File: src/design/pgm_sp_pkg.sv
// shared types, character codes and helpers for the pgm stream parser
package pgm_sp_pkg;

  localparam int unsigned ACC_W = 16;
  localparam int unsigned IDX_W = 20;

  localparam logic [ACC_W-1:0] ACC_MAX = 16'hFFFF;
  localparam logic [7:0]       GRAY_MAX = 8'd255;

  localparam logic [7:0] CH_P     = 8'h50;
  localparam logic [7:0] CH_2     = 8'h32;
  localparam logic [7:0] CH_5     = 8'h35;
  localparam logic [7:0] CH_HASH  = 8'h23;
  localparam logic [7:0] CH_NL    = 8'h0A;
  localparam logic [7:0] CH_PLUS  = 8'h2B;
  localparam logic [7:0] CH_MINUS = 8'h2D;
  localparam logic [7:0] CH_SPACE = 8'h20;
  localparam logic [7:0] CH_TAB   = 8'h09;
  localparam logic [7:0] CH_CR    = 8'h0D;
  localparam logic [7:0] CH_ZERO  = 8'h30;
  localparam logic [7:0] CH_NINE  = 8'h39;

  typedef enum logic [3:0] {
    ST_BUSY   = 4'd0,
    ST_DONE   = 4'd1,
    ST_MAGIC  = 4'd2,
    ST_WIDTH  = 4'd3,
    ST_HEIGHT = 4'd4,
    ST_MAXVAL = 4'd5,
    ST_RANGE  = 4'd6,
    ST_SHORT  = 4'd7,
    ST_ASCII  = 4'd8
  } status_e;

  function automatic logic is_space(logic [7:0] c);
    return (c == CH_SPACE) || ((c >= CH_TAB) && (c <= CH_CR));
  endfunction

  function automatic logic is_digit(logic [7:0] c);
    return (c >= CH_ZERO) && (c <= CH_NINE);
  endfunction

endpackage

File: src/design/pgm_stream_parser.sv
// pgm stream parser: byte-serial p2/p5 header check and pixel decode
// the result of an accepted byte is registered and appears on the master side in the next cycle
// throughput: one byte per cycle while the master side takes results
// each byte is handled in one pass of the parse logic into the result register, a last byte in a second
// pass for the end of stream; rst_ni (async, active low) empties the result register and sets the parser to
// expect the first magic byte with busy status
module pgm_stream_parser #(
  parameter int unsigned MAX_WIDTH  = 1024,
  parameter int unsigned MAX_HEIGHT = 1024
) (
  input  logic        clk_i,
  input  logic        rst_ni,
  input  logic        s_axis_tvalid_i,
  output logic        s_axis_tready_o,
  input  logic [7:0]  s_axis_tdata_i,   // data_byte
  input  logic        s_axis_tuser_i,   // first_byte
  input  logic        s_axis_tlast_i,   // last_byte
  output logic        m_axis_tvalid_o,
  input  logic        m_axis_tready_i,
  output logic [63:0] m_axis_tdata_o,   // pixel_value, pixel_index, parse_status,
                                        // image_width, image_height, max_gray,
                                        // binary_format, zero pad
  output logic        m_axis_tuser_o    // pixel_valid
);

  localparam int unsigned CW = (MAX_WIDTH > 1) ? $clog2(MAX_WIDTH) : 1;
  localparam int unsigned RW = (MAX_HEIGHT > 1) ? $clog2(MAX_HEIGHT) : 1;
  localparam int unsigned AW = pgm_sp_pkg::ACC_W;
  localparam int unsigned IW = pgm_sp_pkg::IDX_W;

  typedef enum logic [2:0] {
    PH_MAGIC0,
    PH_MAGIC1,
    PH_WIDTH,
    PH_HEIGHT,
    PH_MAXVAL,
    PH_PIX5,
    PH_PIX2,
    PH_END
  } phase_e;

  typedef struct packed {
    phase_e              phase;
    pgm_sp_pkg::status_e status;
    logic                in_comment;
    logic                in_number;
    logic                negative;
    logic                digits_seen;
    logic                is_binary;
    logic                header_ok;
    logic [AW-1:0]       acc;
    logic [AW-1:0]       width;
    logic [AW-1:0]       height;
    logic [7:0]          maxval;
    logic [IW-1:0]       pix_cnt;
    logic [CW-1:0]       col;
    logic [RW-1:0]       row;
  } parse_st_t;

  typedef struct packed {
    parse_st_t     st;
    logic          pix_vld;
    logic [7:0]    pix_val;
    logic [IW-1:0] pix_idx;
  } work_t;

  function automatic parse_st_t init_state();
    parse_st_t s;
    s.phase       = PH_MAGIC0;
    s.status      = pgm_sp_pkg::ST_BUSY;
    s.in_comment  = 1'b0;
    s.in_number   = 1'b0;
    s.negative    = 1'b0;
    s.digits_seen = 1'b0;
    s.is_binary   = 1'b0;
    s.header_ok   = 1'b0;
    s.acc         = '0;
    s.width       = '0;
    s.height      = '0;
    s.maxval      = '0;
    s.pix_cnt     = '0;
    s.col         = '0;
    s.row         = '0;
    return s;
  endfunction

  function automatic work_t fail(work_t w, pgm_sp_pkg::status_e code);
    work_t r;
    r = w;
    r.st.status = code;
    r.st.phase  = PH_END;
    return r;
  endfunction

  function automatic work_t add_digit(work_t w, logic [7:0] c);
    work_t      r;
    logic [AW+3:0] v;
    r = w;
    // acc*10 + digit, saturating
    v = ({4'b0, w.st.acc} << 3) + ({4'b0, w.st.acc} << 1) + {{AW{1'b0}}, c[3:0]};
    r.st.acc = (v > {4'b0, pgm_sp_pkg::ACC_MAX}) ? pgm_sp_pkg::ACC_MAX : v[AW-1:0];
    r.st.digits_seen = 1'b1;
    return r;
  endfunction

  function automatic work_t clear_number(work_t w);
    work_t r;
    r = w;
    r.st.in_number   = 1'b0;
    r.st.negative    = 1'b0;
    r.st.digits_seen = 1'b0;
    r.st.acc         = '0;
    return r;
  endfunction

  function automatic work_t field_start(work_t w, logic [7:0] c, logic eos, logic cmt_ok,
                                       pgm_sp_pkg::status_e err);
    work_t r;
    r = w;
    if (eos || !pgm_sp_pkg::is_space(c)) begin
      if (!eos && cmt_ok && (c == pgm_sp_pkg::CH_HASH)) begin
        r.st.in_comment = 1'b1;
      end else if (!eos && ((c == pgm_sp_pkg::CH_PLUS) || (c == pgm_sp_pkg::CH_MINUS))) begin
        r.st.in_number = 1'b1;
        r.st.negative  = (c == pgm_sp_pkg::CH_MINUS);
      end else if (!eos && pgm_sp_pkg::is_digit(c)) begin
        r.st.in_number = 1'b1;
        r = add_digit(r, c);
      end else begin
        r = fail(r, err);
      end
    end
    return r;
  endfunction

  function automatic work_t emit_pixel(work_t w, logic [7:0] value);
    work_t r;
    logic  col_last;
    logic  row_last;
    r = w;
    r.pix_vld    = 1'b1;
    r.pix_val    = value;
    r.pix_idx    = w.st.pix_cnt;
    r.st.pix_cnt = w.st.pix_cnt + IW'(1);
    col_last = (AW'(w.st.col) == (w.st.width - AW'(1)));
    row_last = (AW'(w.st.row) == (w.st.height - AW'(1)));
    // raster position tracks completion so no w*h product is needed
    if (col_last && row_last) begin
      r.st.status = pgm_sp_pkg::ST_DONE;
      r.st.phase  = PH_END;
    end else if (col_last) begin
      r.st.col = '0;
      r.st.row = w.st.row + RW'(1);
    end else begin
      r.st.col = w.st.col + CW'(1);
    end
    return r;
  endfunction

  function automatic pgm_sp_pkg::status_e field_err(phase_e ph);
    pgm_sp_pkg::status_e e;
    unique case (ph)
      PH_WIDTH:  e = pgm_sp_pkg::ST_WIDTH;
      PH_HEIGHT: e = pgm_sp_pkg::ST_HEIGHT;
      PH_MAXVAL: e = pgm_sp_pkg::ST_MAXVAL;
      PH_PIX5:   e = pgm_sp_pkg::ST_SHORT;
      PH_PIX2:   e = pgm_sp_pkg::ST_ASCII;
      default:   e = pgm_sp_pkg::ST_MAGIC;
    endcase
    return e;
  endfunction

  // one pass over a byte, or over the end of the stream when eos is set
  function automatic work_t feed(work_t w, logic [7:0] c, logic eos);
    work_t               r;
    pgm_sp_pkg::status_e err;
    logic [AW-1:0]       val;
    logic                range_ok;
    r        = w;
    err      = field_err(w.st.phase);
    val      = w.st.negative ? '0 : w.st.acc;
    range_ok = (val >= AW'(1)) && (val <= AW'(pgm_sp_pkg::GRAY_MAX)) &&
               (w.st.width >= AW'(1)) && (w.st.width <= AW'(MAX_WIDTH)) &&
               (w.st.height >= AW'(1)) && (w.st.height <= AW'(MAX_HEIGHT));
    unique case (w.st.phase)
      PH_MAGIC0: begin
        if (!eos && (c == pgm_sp_pkg::CH_P)) begin
          r.st.phase = PH_MAGIC1;
        end else begin
          r = fail(r, pgm_sp_pkg::ST_MAGIC);
        end
      end
      PH_MAGIC1: begin
        if (!eos && ((c == pgm_sp_pkg::CH_5) || (c == pgm_sp_pkg::CH_2))) begin
          r.st.is_binary = (c == pgm_sp_pkg::CH_5);
          r.st.phase     = PH_WIDTH;
        end else begin
          r = fail(r, pgm_sp_pkg::ST_MAGIC);
        end
      end
      PH_WIDTH, PH_HEIGHT, PH_MAXVAL: begin
        if (w.st.in_comment) begin
          if (!eos && (c == pgm_sp_pkg::CH_NL)) begin
            r.st.in_comment = 1'b0;
          end
        end else if (!w.st.in_number) begin
          r = field_start(r, c, eos, 1'b1, err);
        end else if (!eos && pgm_sp_pkg::is_digit(c)) begin
          r = add_digit(r, c);
        end else if (!w.st.digits_seen) begin
          r = fail(r, err);
        end else begin
          // the ending byte starts the next field, or is the p5 separator
          r = clear_number(r);
          unique case (w.st.phase)
            PH_WIDTH: begin
              r.st.width = val;
              r.st.phase = PH_HEIGHT;
              r = field_start(r, c, eos, 1'b1, pgm_sp_pkg::ST_HEIGHT);
            end
            PH_HEIGHT: begin
              r.st.height = val;
              r.st.phase  = PH_MAXVAL;
              r = field_start(r, c, eos, 1'b1, pgm_sp_pkg::ST_MAXVAL);
            end
            default: begin
              if (!range_ok) begin
                r = fail(r, pgm_sp_pkg::ST_RANGE);
              end else begin
                r.st.maxval    = val[7:0];
                r.st.header_ok = 1'b1;
                r.st.pix_cnt   = '0;
                r.st.col       = '0;
                r.st.row       = '0;
                if (w.st.is_binary) begin
                  // this byte was the separator
                  r.st.phase = PH_PIX5;
                end else begin
                  r.st.phase = PH_PIX2;
                  r = field_start(r, c, eos, 1'b0, pgm_sp_pkg::ST_ASCII);
                end
              end
            end
          endcase
        end
      end
      PH_PIX5: begin
        if (!eos) begin
          r = emit_pixel(r, c);
        end
      end
      PH_PIX2: begin
        if (!w.st.in_number) begin
          r = field_start(r, c, eos, 1'b0, pgm_sp_pkg::ST_ASCII);
        end else if (!eos && pgm_sp_pkg::is_digit(c)) begin
          r = add_digit(r, c);
        end else if (!w.st.digits_seen) begin
          r = fail(r, pgm_sp_pkg::ST_ASCII);
        end else begin
          r = clear_number(r);
          r = emit_pixel(r, (val > AW'(pgm_sp_pkg::GRAY_MAX)) ? pgm_sp_pkg::GRAY_MAX
                                                              : val[7:0]);
          if (r.st.phase == PH_PIX2) begin
            r = field_start(r, c, eos, 1'b0, pgm_sp_pkg::ST_ASCII);
          end
        end
      end
      default: begin
      end
    endcase
    return r;
  endfunction

  parse_st_t     state_q;
  logic          out_vld_q;
  logic [63:0]   out_data_q;
  logic          out_user_q;

  work_t         w0;
  work_t         w1;
  work_t         w2;
  logic          accept;
  logic [63:0]   out_data_d;

  assign s_axis_tready_o = !out_vld_q || m_axis_tready_i;
  assign accept          = s_axis_tvalid_i && s_axis_tready_o;

  always_comb begin
    w0.st      = s_axis_tuser_i ? init_state() : state_q;
    w0.pix_vld = 1'b0;
    w0.pix_val = '0;
    w0.pix_idx = '0;
    w1 = (w0.st.status == pgm_sp_pkg::ST_BUSY) ? feed(w0, s_axis_tdata_i, 1'b0) : w0;
    w2 = w1;
    if (s_axis_tlast_i && (w1.st.status == pgm_sp_pkg::ST_BUSY)) begin
      w2 = feed(w1, s_axis_tdata_i, 1'b1);
      if (w2.st.status == pgm_sp_pkg::ST_BUSY) begin
        w2 = fail(w2, field_err(w2.st.phase));
      end
    end
  end

  always_comb begin
    out_data_d = {1'b0,
                  w2.st.is_binary,
                  w2.st.header_ok ? w2.st.maxval      : 8'd0,
                  w2.st.header_ok ? w2.st.height[10:0] : 11'd0,
                  w2.st.header_ok ? w2.st.width[10:0]  : 11'd0,
                  w2.st.status,
                  w2.pix_idx,
                  w2.pix_val};
  end

  always_ff @(posedge clk_i or negedge rst_ni) begin
    if (!rst_ni) begin
      state_q    <= init_state();
      out_vld_q  <= 1'b0;
      out_data_q <= '0;
      out_user_q <= 1'b0;
    end else begin
      if (accept) begin
        state_q    <= w2.st;
        out_data_q <= out_data_d;
        out_user_q <= w2.pix_vld;
      end
      if (accept) begin
        out_vld_q <= 1'b1;
      end else if (m_axis_tready_i) begin
        out_vld_q <= 1'b0;
      end
    end
  end

  assign m_axis_tvalid_o = out_vld_q;
  assign m_axis_tdata_o  = out_data_q;
  assign m_axis_tuser_o  = out_user_q;

endmodule
File: config.mk
export PLATFORM = sky130hd
export DESIGN_NAME = pgm_stream_parser
export DESIGN_NICKNAME = d
export VERILOG_FILES = /design/src/design/pgm_sp_pkg.sv /design/src/design/pgm_stream_parser.sv
export SDC_FILE = /design/constraint.sdc
export NUM_CORES = 1
export LEC_CHECK = 0
export ABC_AREA = 1
export BUFFER_PORTS_ARGS = -buffer_cell sky130_fd_sc_hd__buf_4
export CAP_MARGIN = 20
export CORE_MARGIN = 3
export CORE_UTILIZATION = 38
export DETAILED_ROUTE_END_ITERATION = 6
export GPL_TIMING_DRIVEN = 0
export PLACE_DENSITY_LB_ADDON = 0.3
export SLEW_MARGIN = 20
export SYNTH_ARGS = -nofsm -noshare
export SYNTH_HDL_FRONTEND = slang
export SYNTH_SLANG_ARGS = --single-unit
File: constraint.sdc
create_clock -name clk_i -period 12.2 [get_ports clk_i]
set_input_delay 1.83 -clock clk_i [delete_from_list [all_inputs] [get_ports clk_i]]
set_output_delay 1.83 -clock clk_i [all_outputs]
set_load 0.1 [all_outputs]
==> results.cfg <==
[synth]
yosysUniqueCellTypes = 71
synth_nets = 4001
synth_warnings = 0
synth_edf_count = 0
synth_seq_cells = 169
yosysTopAreaCellShare_pct = 21.69
synth_cells = 3935
netlist.top_cell.by_area = nand2_1
ys.flop_type = dfrtp_1
syn-mean-instance-area_um2 = 5.643
ys_seq_area_share_pct = 19.05
async_reset_ff_share_pct = 100.0
synth.top_cells.by_area = nand2_1, dfrtp_1, inv_1, nand3_1, nor2_1
syn_area_um2 = 22210

[hold_path]
hp-class = flop to flop

[global_routing]
grt_max_degree = 82
first_global_vias = 26410
grtUsageTotal_pct = 43.26
grt-ovfl-total = 0
antenna_found_initial = 4
grt_pass1_wl_mm = 189.5

[setup_path]
worstSetupPathType = input port to flop
cp_max_fo = 10
endpoint_kind = flop
rrSetupSlack_ps = 5570
worstPathArrival_ps = 8570
crit_required_ps = 12600
start_kind = input port

[clock_network]
cts_resized = 0
clkSinkCount = 169
cts_max_path_buffers = 2
cts_buffers = 17
hold_buffers = 0
htreeDepth = 4
clk_latency_ps = 530
cts-root-buf = clkbuf_16
clkSlewWorstSetupHoldPaths_ps = 70
postCtsSetupBuffers = 0
cts_tree = yes

[route]
detail-route-antenna-nets = 0
drtIter0Drc = 3434
vias_per_cell = 6.014
vias = 28930
finalWirelength_mm = 134.8
wire_per_inst_um = 28.02
first_pass_iters = 7
drc_errors = 0

[place]
gp_congestion = 1.048
dp_slack_ps = 3926
placed_area_um2 = 23810
io_buffer_count = 78
hpwlAfterDp_mm = 106.7

[cells_and_area]
fillers = 6518
drive_gt1_share_pct = 9.760
area_delta_synth_final_pct = 9.923
layout_commonest_cell = nand2_1
nets = 4100
most-common-layout-cells = nand2_1, inv_1, nor2_1, nand3_1, o21ai_0
utilization_pct = 42.71
design_area_um2 = 24410

[job]
maxCapViolCount = 0

[timing]
setup-tns-final_ps = 0
slew_violations = 0
setup_viol = 0
tightest_slew_ps = 1281
period_needed_ps = 8167
rsz0062_at_grt = no
period_share_pct = 66.95
slew-limit-headroom_pct = 14.62
hold_violations = 0
skew_ps = 24.89
fin_ws_ps = 4033
fmax_mhz = 122.4

[floorplan]
fp.dieH_um = 247.7
row_count = 87
die_width_um = 247.7
io_pins = 81
start_util_pct = 38.85
dieArea_um2 = 61370
core-area_um2 = 57150

[power_and_ir_drop]
p_sw_mw = 2.870
internal_power_mw = 1.764
clockPowerShare_pct = 13.0
power_density_nw_per_um2 = 189.9
p_seq_share_pct = 17.0
swShare_pct = 61.93
p_comb_share_pct = 70.0
peakVddDrop_mv = 0.1462
power_leakage_nw = 12.51

[outcome]
status = completed
## final cells by class
class	count	area [µm²]	share of cell area [%]
multi-input combinational	3086	15130	62.01
clock buffer	21	470.5	1.927
timing repair buffer	80	648.1	2.655
clock inverter	11	112.6	0.4613
antenna	7	17.52	0.07177
tap	756	945.9	3.875
sequential	169	4229	17.33
buffer	148	844.6	3.460
inverter	532	2006	8.217
## through the flow
| stage | std cells | hold slack, ps | power, mW |
|---|---|---|---|
| 3_5_place_dp | 4771 | 469.2 | 3.901 |
| 2_1_floorplan | 3935 | 455.2 | 2.824 |
| 4_1_cts | 4803 | 493.4 | 4.510 |
| 3_3_place_gp | 4769 | 470.2 | 3.919 |
| 6_report | 4810 | 491.5 | 4.634 |
| 5_1_grt | 4803 | 514.3 | 4.864 |
## flip-flops by register name (all words and copies together) (netlist names)
| name | count |
|---|---|
| state_q | 108 |
| m_axis_tdata_o | 59 |
| m_axis_tuser_o | 1 |
| m_axis_tvalid_o | 1 |
## power by group through the flow
stage | combinational, mW | clock, mW | sequential [mW]
after floorplan | 1.99 | 0 | 0.832
after CTS | 3.13 | 0.604 | 0.780
final | 3.24 | 0.603 | 0.787
after detailed placement | 3.11 | 0 | 0.789
after global placement | 3.13 | 0 | 0.790
after global routing | 3.45 | 0.625 | 0.792
## per-layer routing
metal	share of wire, %	up-vias	track usage [%]	routed length (µm)
li1	-	13070	-	-
met1	40	13560	55.95	54210
met2	42	1879	65.34	56660
met3	11	410	10.37	14760
met4	6.8	2	25.82	9154
met5	0.0096	-	0	13
## critical path, stage by stage
cell and delay (ps):
buf_6 150, inv_6 160, buf_4 300, nand2_1 260, ha_1 480, inv_1 60
nand2_1 80, nand4_1 240, nor2_1 170, nand2_1 80, nor3_1 190, nand3_1 590
nor2_1 810, o21ai_0 170, nand3_1 120, o21ai_2 160, ha_1 400, inv_1 410
nand2_2 180, nor2_2 220, nand2_2 300, inv_1 590, o221ai_1 280, nand2_1 210
o21ai_1 80
## Yosys cell counts, drive strengths merged, types with 6 or more instances
cell     instances
o2111ai          6
clkbuf          64
ha              51
o21ai          348
buf             84
a211oi           9
nand3          347
xor2            25
dfrtp          169
o21a             8
nor4             9
inv            522
a21oi          155
a221oi           6
nor2           435
nand3b          13
o211ai          38
a22oi           36
clkinv          10
a31oi           25
nand4           52
nor3            57
nand2         1338
o221ai          24
o31ai            8
o22ai           56
## kinds of logic (layout without fill, tap and decap cells)
family / count (synthesis) / in the layout / share of synthesized area, %
AO/OA/AOI/OAI: 738 / 738 / 19.58
flip-flops: 169 / 169 / 19.05
XOR/XNOR: 29 / 29 / 1.178
buffers and inverters: 680 / 792 / 12.80
adder cells (fa/ha/maj): 52 / 52 / 2.964
AND/OR/NAND/NOR: 2266 / 2266 / 44.42
other: 1 / 8 / 0.01689
## path summary, 6_finish.rpt
check	start	endpoint	cells past startpoint
min in group asynchronous	rst_ni	m_axis_tdata_o[51]	1
max in group asynchronous	rst_ni	state_q[32]	2
setup reg to reg	state_q[3]	m_axis_tdata_o[36]	22
setup / recovery	s_axis_tuser_i	m_axis_tdata_o[36]	25
hold / removal	m_axis_tdata_o[54]	m_axis_tdata_o[54]	2
hold reg to reg	m_axis_tdata_o[54]	m_axis_tdata_o[54]	2
Note: power is estimated with default switching activity, not from simulation.
